==> src/rtl/core/igp_pkg.sv <==
// igp_pkg: shared widths and defaults for the interval grid predictor
`timescale 1ns / 1ps
package igp_pkg;
	localparam int DataW = 64;
	localparam int DevW = 32;
	localparam int CfgW = 32;
	localparam int WindowDepthDef = 8;
	typedef logic [DataW-1:0] word_t;
endpackage

==> src/rtl/core/interval_grid_predictor.sv <==
// interval_grid_predictor: top level, sequencer, interval ring and output register
//
// usage:
// - slave stream takes one mark transaction: tdata = mark_time, current_time
// - master stream returns one result transaction per mark: mean, deviation,
//   predicted tick and marks seen in tdata, history_empty and zero_step in tuser
// - apb port holds prediction_margin at address 0; write it only while idle
// - one mark runs the window sum, the mean division, the squared deviations,
//   the variance division and square root, the grid prediction and the load
//   of the result, paced by the shared bit-serial divider and multiplier; the
//   next mark can be taken in the same cycle that m_tvalid rises
// - s_tready is high only while the sequencer is idle
// - a finished result sits in the output register; the next mark is taken
//   while it waits, and its result holds until m_tready frees the register
// - reset clears counters, the previous mark and stored statistics; ring
//   entries are only read after being written
`timescale 1ns / 1ps
module interval_grid_predictor #(
	parameter int WINDOW_DEPTH = igp_pkg::WindowDepthDef
) (
	input  logic           clk,
	input  logic           arst_n,
	input  logic           s_tvalid,
	output logic           s_tready,
	input  logic [127:0]   s_tdata,   // mark_time, current_time
	output logic           m_tvalid,
	input  logic           m_tready,
	output logic [191:0]   m_tdata,   // mean_interval, interval_deviation, predicted_tick, marks_seen
	output logic [1:0]     m_tuser,   // history_empty, zero_step
	input  logic           psel,
	input  logic           penable,
	input  logic           pwrite,
	input  logic [2:0]     paddr,
	input  logic [31:0]    pwdata,
	output logic [31:0]    prdata,
	output logic           pready
);
	import igp_pkg::*;
	localparam int SlotW = $clog2(WINDOW_DEPTH);
	localparam int CntW = $clog2(WINDOW_DEPTH + 1);

	localparam logic [4:0] S_IDLE = 5'd0;
	localparam logic [4:0] S_SUM_RD = 5'd1;
	localparam logic [4:0] S_SUM_ACC = 5'd2;
	localparam logic [4:0] S_MEAN_GO = 5'd3;
	localparam logic [4:0] S_MEAN_WAIT = 5'd4;
	localparam logic [4:0] S_VAR_RD = 5'd5;
	localparam logic [4:0] S_VAR_GO = 5'd6;
	localparam logic [4:0] S_VAR_WAIT = 5'd7;
	localparam logic [4:0] S_VD_GO = 5'd8;
	localparam logic [4:0] S_VD_WAIT = 5'd9;
	localparam logic [4:0] S_SQ_GO = 5'd10;
	localparam logic [4:0] S_SQ_WAIT = 5'd11;
	localparam logic [4:0] S_PRED = 5'd12;
	localparam logic [4:0] S_K_WAIT = 5'd13;
	localparam logic [4:0] S_KM_GO = 5'd14;
	localparam logic [4:0] S_KM_WAIT = 5'd15;
	localparam logic [4:0] S_FIN = 5'd16;

	logic [4:0] state_q;
	logic [SlotW-1:0] slot_q;
	logic [CntW-1:0] filled_q, idx_q;
	word_t prev_q, mark_q, now_q, acc_q, mean_q, base_q, rd_q;
	logic [DevW-1:0] dev_q, marks_q;
	logic [CfgW-1:0] margin_q;
	logic zstep_q;
	word_t ring [WINDOW_DEPTH];

	logic in_acc, ring_wr, last_idx;
	word_t div_num, div_den, div_quo, mul_a, mul_b, mul_prod, diff;
	logic div_start, div_done, mul_start, mul_done, sq_start, sq_done;
	logic [DevW-1:0] sq_root;

	assign in_acc = s_tvalid && s_tready;
	assign s_tready = (state_q == S_IDLE);
	assign ring_wr = in_acc && (prev_q != '0);
	assign last_idx = (idx_q == filled_q - 1'b1);
	assign diff = rd_q - mean_q;
	assign pready = 1'b1;
	assign prdata = paddr[2] ? '0 : margin_q;

	always_ff @(posedge clk) begin
		if (ring_wr)
			ring[slot_q] <= s_tdata[63:0] - prev_q;
		rd_q <= ring[idx_q[SlotW-1:0]];
	end

	always_comb begin
		div_start = 1'b0;
		div_num = acc_q;
		div_den = {{(DataW-CntW){1'b0}}, filled_q};
		mul_start = 1'b0;
		mul_a = diff;
		mul_b = diff;
		sq_start = (state_q == S_SQ_GO);
		case (state_q)
			S_MEAN_GO: div_start = 1'b1;
			S_VD_GO: begin
				div_start = 1'b1;
				div_den = {{(DataW-CntW){1'b0}}, filled_q - 1'b1};
			end
			S_PRED: begin
				div_start = (filled_q != '0) && (mean_q != '0) && (mark_q <= now_q);
				div_num = now_q - mark_q;
				div_den = mean_q;
			end
			S_VAR_GO: mul_start = 1'b1;
			S_KM_GO: begin
				mul_start = 1'b1;
				mul_a = div_quo + 1'b1;
				mul_b = mean_q;
			end
			default: ;
		endcase
	end

	igp_divider u_div (
		.clk(clk), .arst_n(arst_n), .start(div_start), .num(div_num), .den(div_den),
		.quo(div_quo), .done(div_done)
	);

	igp_multiplier u_mul (
		.clk(clk), .arst_n(arst_n), .start(mul_start), .a(mul_a), .b(mul_b),
		.prod(mul_prod), .done(mul_done)
	);

	igp_isqrt u_sqrt (
		.clk(clk), .arst_n(arst_n), .start(sq_start), .x(div_quo),
		.root(sq_root), .done(sq_done)
	);

	always_ff @(posedge clk or negedge arst_n) begin
		if (!arst_n) begin
			state_q <= S_IDLE;
			slot_q <= '0;
			filled_q <= '0;
			idx_q <= '0;
			prev_q <= '0;
			mean_q <= '0;
			dev_q <= '0;
			marks_q <= '0;
			margin_q <= '0;
			m_tvalid <= 1'b0;
			zstep_q <= 1'b0;
		end else begin
			if (psel && penable && pwrite && !paddr[2])
				margin_q <= pwdata;
			if (m_tvalid && m_tready && (state_q != S_FIN))
				m_tvalid <= 1'b0;
			case (state_q)
				S_IDLE: begin
					if (in_acc) begin
						prev_q <= s_tdata[63:0];
						marks_q <= marks_q + 1'b1;
						idx_q <= '0;
						zstep_q <= 1'b0;
						if (ring_wr) begin
							slot_q <= (slot_q == SlotW'(WINDOW_DEPTH - 1)) ? '0 : slot_q + 1'b1;
							if (filled_q != CntW'(WINDOW_DEPTH))
								filled_q <= filled_q + 1'b1;
							state_q <= S_SUM_RD;
						end else begin
							state_q <= S_PRED;
						end
					end
				end
				S_SUM_RD: state_q <= S_SUM_ACC;
				S_SUM_ACC: begin
					idx_q <= last_idx ? '0 : idx_q + 1'b1;
					state_q <= last_idx ? S_MEAN_GO : S_SUM_RD;
				end
				S_MEAN_GO: state_q <= S_MEAN_WAIT;
				S_MEAN_WAIT: begin
					if (div_done) begin
						mean_q <= div_quo;
						state_q <= (filled_q > CntW'(1)) ? S_VAR_RD : S_PRED;
					end
				end
				S_VAR_RD: state_q <= S_VAR_GO;
				S_VAR_GO: state_q <= S_VAR_WAIT;
				S_VAR_WAIT: begin
					if (mul_done) begin
						idx_q <= last_idx ? '0 : idx_q + 1'b1;
						state_q <= last_idx ? S_VD_GO : S_VAR_RD;
					end
				end
				S_VD_GO: state_q <= S_VD_WAIT;
				S_VD_WAIT: if (div_done) state_q <= S_SQ_GO;
				S_SQ_GO: state_q <= S_SQ_WAIT;
				S_SQ_WAIT: begin
					if (sq_done) begin
						dev_q <= sq_root;
						state_q <= S_PRED;
					end
				end
				S_PRED: begin
					if (filled_q == '0)
						state_q <= S_FIN;
					else if (mean_q == '0) begin
						zstep_q <= 1'b1;
						state_q <= S_FIN;
					end else if (mark_q <= now_q)
						state_q <= S_K_WAIT;
					else
						state_q <= S_FIN;
				end
				S_K_WAIT: if (div_done) state_q <= S_KM_GO;
				S_KM_GO: state_q <= S_KM_WAIT;
				S_KM_WAIT: if (mul_done) state_q <= S_FIN;
				S_FIN: begin
					if (!m_tvalid || m_tready) begin
						m_tvalid <= 1'b1;
						state_q <= S_IDLE;
					end
				end
				default: state_q <= S_IDLE;
			endcase
		end
	end

	always_ff @(posedge clk) begin
		if (in_acc) begin
			mark_q <= s_tdata[63:0];
			now_q <= s_tdata[127:64];
			acc_q <= '0;
		end else if (state_q == S_SUM_ACC) begin
			acc_q <= acc_q + rd_q;
		end else if (state_q == S_MEAN_WAIT) begin
			acc_q <= '0;
		end else if (state_q == S_VAR_WAIT && mul_done) begin
			acc_q <= acc_q + mul_prod;
		end
		if (state_q == S_PRED)
			base_q <= (filled_q == '0) ? '0 : mark_q;
		else if (state_q == S_KM_WAIT && mul_done)
			base_q <= mark_q + mul_prod;
		if (state_q == S_FIN && (!m_tvalid || m_tready)) begin
			m_tdata <= {marks_q, base_q + {{(DataW-CfgW){1'b0}}, margin_q}, dev_q, mean_q};
			m_tuser <= {zstep_q, filled_q == '0};
		end
	end

`ifndef SYNTHESIS
	a_filled_bound: assert property (@(posedge clk) disable iff (!arst_n)
		filled_q <= CntW'(WINDOW_DEPTH))
		else $error("filled count above window depth");
	a_stall_hold: assert property (@(posedge clk) disable iff (!arst_n)
		m_tvalid && !m_tready |=> m_tvalid && $stable(m_tdata))
		else $error("result changed while stalled");
	a_zstep_nonempty: assert property (@(posedge clk) disable iff (!arst_n)
		m_tvalid |-> !(m_tuser[0] && m_tuser[1]))
		else $error("zero step flagged with empty history");
	a_busy_no_accept: assert property (@(posedge clk) disable iff (!arst_n)
		in_acc |=> !s_tready)
		else $error("accepted while busy");
`endif
endmodule

==> src/rtl/core/igp_divider.sv <==
// igp_divider: restoring 64-bit unsigned divider, one quotient bit per cycle
`timescale 1ns / 1ps
module igp_divider (
	input  logic           clk,
	input  logic           arst_n,
	input  logic           start,
	input  igp_pkg::word_t num,
	input  igp_pkg::word_t den,
	output igp_pkg::word_t quo,
	output logic           done
);
	import igp_pkg::*;
	localparam int CntW = $clog2(DataW + 1);

	word_t rem_q, quo_q, den_q;
	logic [CntW-1:0] cnt_q;
	logic busy_q, done_q;
	logic [DataW:0] trial;

	assign trial = {rem_q, quo_q[DataW-1]} - {1'b0, den_q};

	always_ff @(posedge clk or negedge arst_n) begin
		if (!arst_n) begin
			busy_q <= 1'b0;
			done_q <= 1'b0;
			cnt_q <= '0;
		end else begin
			done_q <= 1'b0;
			if (start) begin
				busy_q <= 1'b1;
				cnt_q <= CntW'(DataW);
			end else if (busy_q) begin
				cnt_q <= cnt_q - 1'b1;
				if (cnt_q == CntW'(1)) begin
					busy_q <= 1'b0;
					done_q <= 1'b1;
				end
			end
		end
	end

	always_ff @(posedge clk) begin
		if (start) begin
			rem_q <= '0;
			quo_q <= num;
			den_q <= den;
		end else if (busy_q) begin
			if (!trial[DataW]) begin
				rem_q <= trial[DataW-1:0];
				quo_q <= {quo_q[DataW-2:0], 1'b1};
			end else begin
				rem_q <= {rem_q[DataW-2:0], quo_q[DataW-1]};
				quo_q <= {quo_q[DataW-2:0], 1'b0};
			end
		end
	end

	assign quo = quo_q;
	assign done = done_q;
endmodule

==> src/rtl/core/igp_multiplier.sv <==
// igp_multiplier: shift-add multiplier, low 64 product bits, two bits per cycle
`timescale 1ns / 1ps
module igp_multiplier (
	input  logic           clk,
	input  logic           arst_n,
	input  logic           start,
	input  igp_pkg::word_t a,
	input  igp_pkg::word_t b,
	output igp_pkg::word_t prod,
	output logic           done
);
	import igp_pkg::*;
	localparam int Steps = DataW / 2;
	localparam int CntW = $clog2(Steps + 1);

	word_t a_q, b_q, p_q, pp;
	logic [CntW-1:0] cnt_q;
	logic busy_q, done_q;

	always_comb begin
		case (b_q[1:0])
			2'd0: pp = '0;
			2'd1: pp = a_q;
			2'd2: pp = {a_q[DataW-2:0], 1'b0};
			2'd3: pp = a_q + {a_q[DataW-2:0], 1'b0};
			default: pp = '0;
		endcase
	end

	always_ff @(posedge clk or negedge arst_n) begin
		if (!arst_n) begin
			busy_q <= 1'b0;
			done_q <= 1'b0;
			cnt_q <= '0;
		end else begin
			done_q <= 1'b0;
			if (start) begin
				busy_q <= 1'b1;
				cnt_q <= CntW'(Steps);
			end else if (busy_q) begin
				cnt_q <= cnt_q - 1'b1;
				if (cnt_q == CntW'(1)) begin
					busy_q <= 1'b0;
					done_q <= 1'b1;
				end
			end
		end
	end

	always_ff @(posedge clk) begin
		if (start) begin
			a_q <= a;
			b_q <= b;
			p_q <= '0;
		end else if (busy_q) begin
			p_q <= p_q + pp;
			a_q <= {a_q[DataW-3:0], 2'b00};
			b_q <= {2'b00, b_q[DataW-1:2]};
		end
	end

	assign prod = p_q;
	assign done = done_q;
endmodule

==> src/rtl/core/igp_isqrt.sv <==
// igp_isqrt: digit-by-digit integer square root of a 64-bit value
`timescale 1ns / 1ps
module igp_isqrt (
	input  logic                       clk,
	input  logic                       arst_n,
	input  logic                       start,
	input  igp_pkg::word_t             x,
	output logic [igp_pkg::DevW-1:0]   root,
	output logic                       done
);
	import igp_pkg::*;
	localparam int Steps = DataW / 2;
	localparam int CntW = $clog2(Steps + 1);

	word_t x_q, res_q, bit_q, trial;
	logic [CntW-1:0] cnt_q;
	logic busy_q, done_q;

	assign trial = res_q + bit_q;

	always_ff @(posedge clk or negedge arst_n) begin
		if (!arst_n) begin
			busy_q <= 1'b0;
			done_q <= 1'b0;
			cnt_q <= '0;
		end else begin
			done_q <= 1'b0;
			if (start) begin
				busy_q <= 1'b1;
				cnt_q <= CntW'(Steps);
			end else if (busy_q) begin
				cnt_q <= cnt_q - 1'b1;
				if (cnt_q == CntW'(1)) begin
					busy_q <= 1'b0;
					done_q <= 1'b1;
				end
			end
		end
	end

	always_ff @(posedge clk) begin
		if (start) begin
			x_q <= x;
			res_q <= '0;
			bit_q <= {2'b01, {(DataW-2){1'b0}}};
		end else if (busy_q) begin
			if (x_q >= trial) begin
				x_q <= x_q - trial;
				res_q <= {1'b0, res_q[DataW-1:1]} + bit_q;
			end else begin
				res_q <= {1'b0, res_q[DataW-1:1]};
			end
			bit_q <= {2'b00, bit_q[DataW-1:2]};
		end
	end

	assign root = res_q[DevW-1:0];
	assign done = done_q;
endmodule

==> config.mk <==
export PLATFORM = sky130hd
export DESIGN_NAME = interval_grid_predictor
export DESIGN_NICKNAME = d
export VERILOG_FILES = /design/src/rtl/core/igp_pkg.sv /design/src/rtl/core/interval_grid_predictor.sv /design/src/rtl/core/igp_divider.sv /design/src/rtl/core/igp_multiplier.sv /design/src/rtl/core/igp_isqrt.sv
export SDC_FILE = /design/constraint.sdc
export NUM_CORES = 2
export LEC_CHECK = 0
export ABC_CLOCK_PERIOD_IN_PS = 14400
export BUFFER_PORTS_ARGS = -buffer_cell sky130_fd_sc_hd__buf_4
export CORE_ASPECT_RATIO = 2
export CORE_MARGIN = 5
export CORE_UTILIZATION = 45
export DETAILED_ROUTE_END_ITERATION = 8
export SLEW_MARGIN = 20
export SYNTH_ARGS = -nofsm -noshare
export SYNTH_HDL_FRONTEND = slang
export SYNTH_HIERARCHICAL = 1
export SYNTH_SLANG_ARGS = --single-unit
==> constraint.sdc <==
create_clock -name clk -period 14.4 [get_ports clk]
set_input_delay 0.72 -clock clk [delete_from_list [all_inputs] [get_ports clk]]
set_output_delay 0.72 -clock clk [all_outputs]
set_load 0.005 [all_outputs]
After elaboration in Yosys (flattened, before gate mapping) --
Memories as Yosys holds them, arrays and structs flattened. A register that Yosys moved wholly into a read port is not among the register bits. Index checks and enable logic that the tools add are counted.
Storage, ports and cells: bits in registers 1261, bits in writable memories 512, input port bits 170, output and inout bits 229, logic and storage cells 218, memories kept 1
Memory list:
- ring | words 8, bits a word 64, rd ports 1, clocked after memory_dff 1, write ports 1, line interval_grid_predictor.sv:67 | word_t ring [WINDOW_DEPTH];
Cells by class: $add $sub $neg 22, $lt $le $gt $ge 3, equal/unequal tests 36, muxes and demuxes 80, reduce and logical (&&, ||, !) cells 41
Operators with widths (count):
- 64-bit 2-to-1 mux | 20
- 64-bit adder | 5
- 64-bit one-hot mux with 4 select lines | 1
- 64-bit subtractor | 4
- 64-bit one-hot mux with 2 select lines | 1
- 64-bit nonzero test | 2
- 5-bit one-hot mux with 17 select lines | 1
- 65-bit by 64-bit subtractor with 65-bit output | 1
- 63-bit by 63-bit adder with 64-bit output | 1
- 64-bit by 1-bit adder with 64-bit output, second input constant | 1
- 64-bit by 32-bit adder with 64-bit output | 1
- 64-bit by 63-bit adder with 64-bit output | 1
- 64-bit greater-or-equal comparator | 1
- 64-bit less-or-equal comparator | 1
- 64-bit zero test | 1
- 5-bit 2-to-1 mux | 11
- 5-bit by 4-bit == test with 1-bit output, second input constant | 8
- 32-bit by 1-bit adder with 32-bit output, second input constant | 1
- 32-bit 2-to-1 mux | 1
- 1-bit 2-to-1 mux | 28
- 4-bit 2-to-1 mux | 6
- 6-bit 2-to-1 mux | 4
- 5-bit by 3-bit == test with 1-bit output, second input constant | 4
- 2-bit by 1-bit != test with 1-bit output, second input constant | 8
- other kinds (37) | 69

Depth between registers and ports, before layout --
word-level depth 6, mapped depth 27, gate-level depth less buffers 26

Cells and area by module --
The synthesis kept the hierarchy.
Modules (own cells, without submodules):
- interval_grid_predictor | instances 1, cells an instance 6650, area each 72304.3 µm², sequential area each 35584.1 µm²
- igp_multiplier | instances 1, cells an instance 1748, area each 16350.7 µm², sequential area each 5325.1 µm²
- igp_isqrt | instances 1, cells an instance 1948, area each 15533.6 µm², sequential area each 4043.9 µm²
- igp_divider | instances 1, cells an instance 1217, area each 11906.4 µm², sequential area each 5350.1 µm²

Worst setup path after synthesis --
No wires, ideal clock.
path kind register to register, start point register state_q[3], end point register m_tdata[0] (enable), library setup time 813 ps, arrival time 10173 ps, data required time 13587 ps, path slack 3414 ps, cell stages (with the launch flop) 5, buffers on the path 1, clock period less this slack 10986 ps, path through dfrtp_1 -> clkbuf_1 -> nor3_1 -> nand3b_1 -> a21oi_1
Between the ends: longest elaborated chain between the ends 2
Ends and longest elaborated chain:
- start, declared | line interval_grid_predictor.sv:60 | logic [4:0] state_q;
- start signal, assigned | line interval_grid_predictor.sv:170 | state_q <= last_idx ? S_MEAN_GO : S_SUM_RD;
- start signal, assigned | line interval_grid_predictor.sv:176 | state_q <= (filled_q > CntW'(1)) ? S_VAR_RD : S_PRED;
- start signal, assigned | line interval_grid_predictor.sv:184 | state_q <= last_idx ? S_VD_GO : S_VAR_RD;
- 5-bit == test | line interval_grid_predictor.sv:237 | if (state_q == S_FIN && (!m_tvalid || m_tready)) begin
- 1-bit logical AND | line interval_grid_predictor.sv:237
- end signal, assigned | line interval_grid_predictor.sv:238 | m_tdata <= {marks_q, base_q + {{(DataW-CfgW){1'b0}}, margin_q}, dev_q, mean_q};
- end, declared | line interval_grid_predictor.sv:28 | output logic [191:0] m_tdata,
Every way passes these cells. A chain may end at the register's enable or synchronous reset.

Worst setup path after layout --
start point register u_sqrt.res_q[2], end point register u_sqrt.x_q[8] (enable)
Between the ends: longest elaborated chain between the ends 4
Ends and longest elaborated chain:
- start, declared | line igp_isqrt.sv:15 | word_t x_q, res_q, bit_q, trial;
- start signal, assigned | line igp_isqrt.sv:49 | res_q <= {1'b0, res_q[DataW-1:1]} + bit_q;
- start signal, assigned | line igp_isqrt.sv:51 | res_q <= {1'b0, res_q[DataW-1:1]};
- 64-bit by 63-bit adder with 64-bit output | line igp_isqrt.sv:19 | assign trial = res_q + bit_q;
- 64-bit greater-or-equal comparator | line igp_isqrt.sv:47 | if (x_q >= trial) begin
- 2-bit nonzero test (no line)
- 2-bit AND reduction (no line)
- end signal, assigned | line igp_isqrt.sv:48 | x_q <= x_q - trial;
- end, declared | line igp_isqrt.sv:15
Every way passes these cells.

==> results.cfg <==
[critical_path]
startpoint = u_sqrt/res_q[2]$_SDFFE_PP0P_
crit_arrival_ps = 9380
rr_endpoint = u_sqrt/x_q[8]$_DFFE_PP_
r2r_slack_ps = 5510
critPathCapture = u_sqrt/x_q[8]$_DFFE_PP_
slowest_stage = o31ai_1
critPathMaxStageDelay_ps = 720
cp_max_fo = 46
worstPathBufferInverterCount = 2
critical_path_depth = 22
path_class = reg2reg
r2r_cells = 22
reg2reg_from = u_sqrt/res_q[2]$_SDFFE_PP0P_
cp.required_ps = 14890
start_kind = flop
end_kind = flop
crit_chain = ha_1 > a31o_2 > a31oi_1 > o21ai_0 > and4_1 > o31ai_1 > a21oi_1 > a21oi_1 > o311a_1 > o21bai_1 > xnor2_1 > ha_1 > nand4_2 > nor4_4 > nand4_1 > or4_1 > a221oi_2 > buf_4 > or2_2 > nand2_1 > nand2_2 > buf_4
critPathTopFamily = compound AO/OA/AOI/OAI gates

[timing]
worstMarginPinSlew_ps = 1310
fin_ws_ps = 5510
fmax_mhz = 112
rsz0062_at_grt = no
setup_violations = 0
fin_crit_sh_pct = 61.7
max_slew_margin_pct = 12.8
setup_tns_ps = 0
finalClockSkew_ps = 94.9
slew_viol_final = 0
period_needed_ps = 8890
finalHoldViolCount = 0

[clock_tree]
postCtsSetupBuffers = 0
cts.htree.levels = 4
clock_sinks = 1837
ctsHoldBuffers = 67
cts_tree = yes
cts_buffers = 179
cts_root_buffer = clkbuf_16
clk_pin_slew_ps = 70
clock_latency_ps = 910
cts_buffer_depth = 4
cts_resized = 0

[power_and_ir_drop]
powerDensity_mw_per_mm2 = 84.4
p_sw_uw = 2440
leakage_uw = 0.0501
power_uw = 10800
power.switching_fraction_pct = 22.5
clockPowerShare_pct = 44.3
peakVddDrop_mv = 0.108
pwr-share-seq_pct = 52.1
p_comb_share_pct = 3.5
p_int_uw = 8400

[yosys]
yosysWarnings = 6
synthDistinctLibCells = 125
syn_area_mm2 = 0.116
synth_area_leader_cell = edfxtp_1
synth-seq-cells = 1837
synthArstFlopShare_pct = 14.5
ys_seq_area_share_pct = 43.3
syn_nets = 12488
synthTopCellsByArea = edfxtp_1, ha_1, dfxtp_1
synth_enable_flop_cells = 1218
syn_avg_cell_area_um2 = 10.0
ys_dominant_reg_cell = edfxtp_1
yosys.area.top_type_share_pct = 31.5
synth_cells = 11563

[drt]
wl_met3_um = 13900
drt-wirelength-per-cell_um = 26.6
via_count = 91580
top_layer = met5
wl_met1_um = 142000
first_pass_iters = 6
route.detailed.drc = 0
drtIter0Drc = 6101
routed_via_density = 6.03
postRouteAntennaNets = 0
wl_met2_um = 217000
postRouteWirelength_um = 405000

[die]
initial_core_util_pct = 45.2
die_w_um = 369
row_count = 263
io_pins = 399
fp.dieH_um = 728
die-area_mm2 = 0.269
core_region_area_mm2 = 0.257

[placed_design]
hpwl_um = 319000
io_buffer_count = 395
place_ws_ps = 5680
place_congestion = 0.971

[global_routing]
grt_use_total_pct = 29.2
antenna_found_initial = 8
grt_overflow = 0
grt_start_max_net_pins = 170
grt_pass1_wl_um = 590000
grt_pass1_vias = 94241

[worst_hold_path]
hold_class = in2reg

[finish]
layout_common_cells = edfxtp_1, nand2_1, o21ai_0, a21oi_1, nor2_1
layout-drive-gt1-share_pct = 13.2
area_delta_synth_final_pct = 10.6
layout_commonest_cell = edfxtp_1
nets = 12657

[outcome]
status = finished, final reports clean

[job]
maxCapViolCount = 0
[flip-flops by register name (all words and copies together), names as in the netlist, 32 cells and up]
name,count
mark_q,64
rd_q,64
now_q,64
u_sqrt/res_q,64
marks_q,32
mean_q,64
u_mul/prod,64
u_sqrt/bit_q,32
margin_q,32
u_mul/b_q,64
prev_q,64
u_div/quo,64
dev_q,32
ring,512
base_q,64
u_div/rem_q,64
acc_q,64
u_mul/a_q,64
u_sqrt/x_q,64
u_div/den_q,64
m_tdata,192
[power groups by stage]
stage                     combinational, uW  sequential [uW]  clock, uW
after floorplan                         204             5750          0
after global placement                  361             5770          0
after detailed placement                369             5770          0
after CTS                               388             5650       4920
after global routing                    418             5650       5120
final                                   385             5650       4800
[layout make-up]
class	instances	area, um2
multi-input cells	8648	61700
clock buffers	221	4840
flip-flops and latches	1837	50300
inverters	478	1800
well taps	3312	4140
repair buffers	588	4640
diodes	13	32.5
clock inverters	102	972
fillers	23717	128000
[stage by stage]
stage                     area, um2  hold slack [ps]  util [%]  instances
after global routing         128000             14.2      50.0      15198
after global placement       122000              430      47.5      14796
after detailed placement     122000              433      47.5      14796
after CTS                    128000             1.03      50.0      15186
after floorplan              116000              421         -      11563
final                        128000             56.1      50.0      15199
[synthesized netlist by cell type (51+ instances only)]
library cell / n
nor2b_1: 126
a311oi_1: 73
a221oi_1: 68
dfrtp_1: 267
xnor2_1: 477
a211oi_1: 88
nor4_1: 78
nor2_1: 770
o211ai_1: 51
o21bai_1: 152
o21ai_1: 67
a21oi_1: 824
and3_1: 93
o31ai_1: 55
o21a_1: 91
mux2_2: 420
o21ai_0: 875
a21o_1: 442
clkbuf_1: 477
nand3_1: 272
mux2i_1: 89
nand2_1: 1055
edfxtp_1: 1218
and2_1: 64
nand4_1: 203
dfxtp_1: 352
nand2b_1: 97
ha_1: 744
nor3_1: 140
xor2_1: 358
inv_1: 475
mux4_2: 128
a31oi_1: 126
[worst register-to-register path, delay by kind of cell (launching register included)]
| kind | cells | cell delay (ps) |
|---|---|---|
| compound gates | 9 | 3250 |
| xor+xnor | 1 | 140 |
| fa+ha+maj | 2 | 740 |
| buf+inv | 2 | 930 |
| flops | 1 | 410 |
| simple gates | 8 | 2910 |
[metal layers]
layer	global-route usage [%]	vias up
met5	0	-
met4	19.1	2
met3	2.32	909
met2	56.2	2514
met1	29.9	44918
li1	-	43237
[worst min-delay path by stage]
stage	start	to	depth (start not counted)
finish	s_tdata[25]	mark_q[25]$_DFFE_PP_	1
floorplan	arst_n	dev_q[0]$_DFFE_PN0P_	0
global route	pwdata[20]	margin_q[20]$_DFFE_PN0P_	2
CTS	s_tdata[50]	mark_q[50]$_DFFE_PP_	1
global placement	dev_q[25]$_DFFE_PN0P_	m_tdata[89]$_DFFE_PP_	0
detailed placement	dev_q[8]$_DFFE_PN0P_	m_tdata[72]$_DFFE_PP_	0
[logic make-up after synthesis]
logic type               after synthesis  share of synthesized area [%]
AO/OA/AOI/OAI                       3341                           18.6
AND/OR/NAND/NOR                     3078                           12.5
buffers and inverters               1078                           3.71
other                                  1                        0.00323
adder cells (fa/ha/maj)              755                           8.21
flip-flops                          1837                           43.3
XOR/XNOR                             835                           6.30
multiplexers                         638                           7.33
Power figures use the tool's default switching activity.
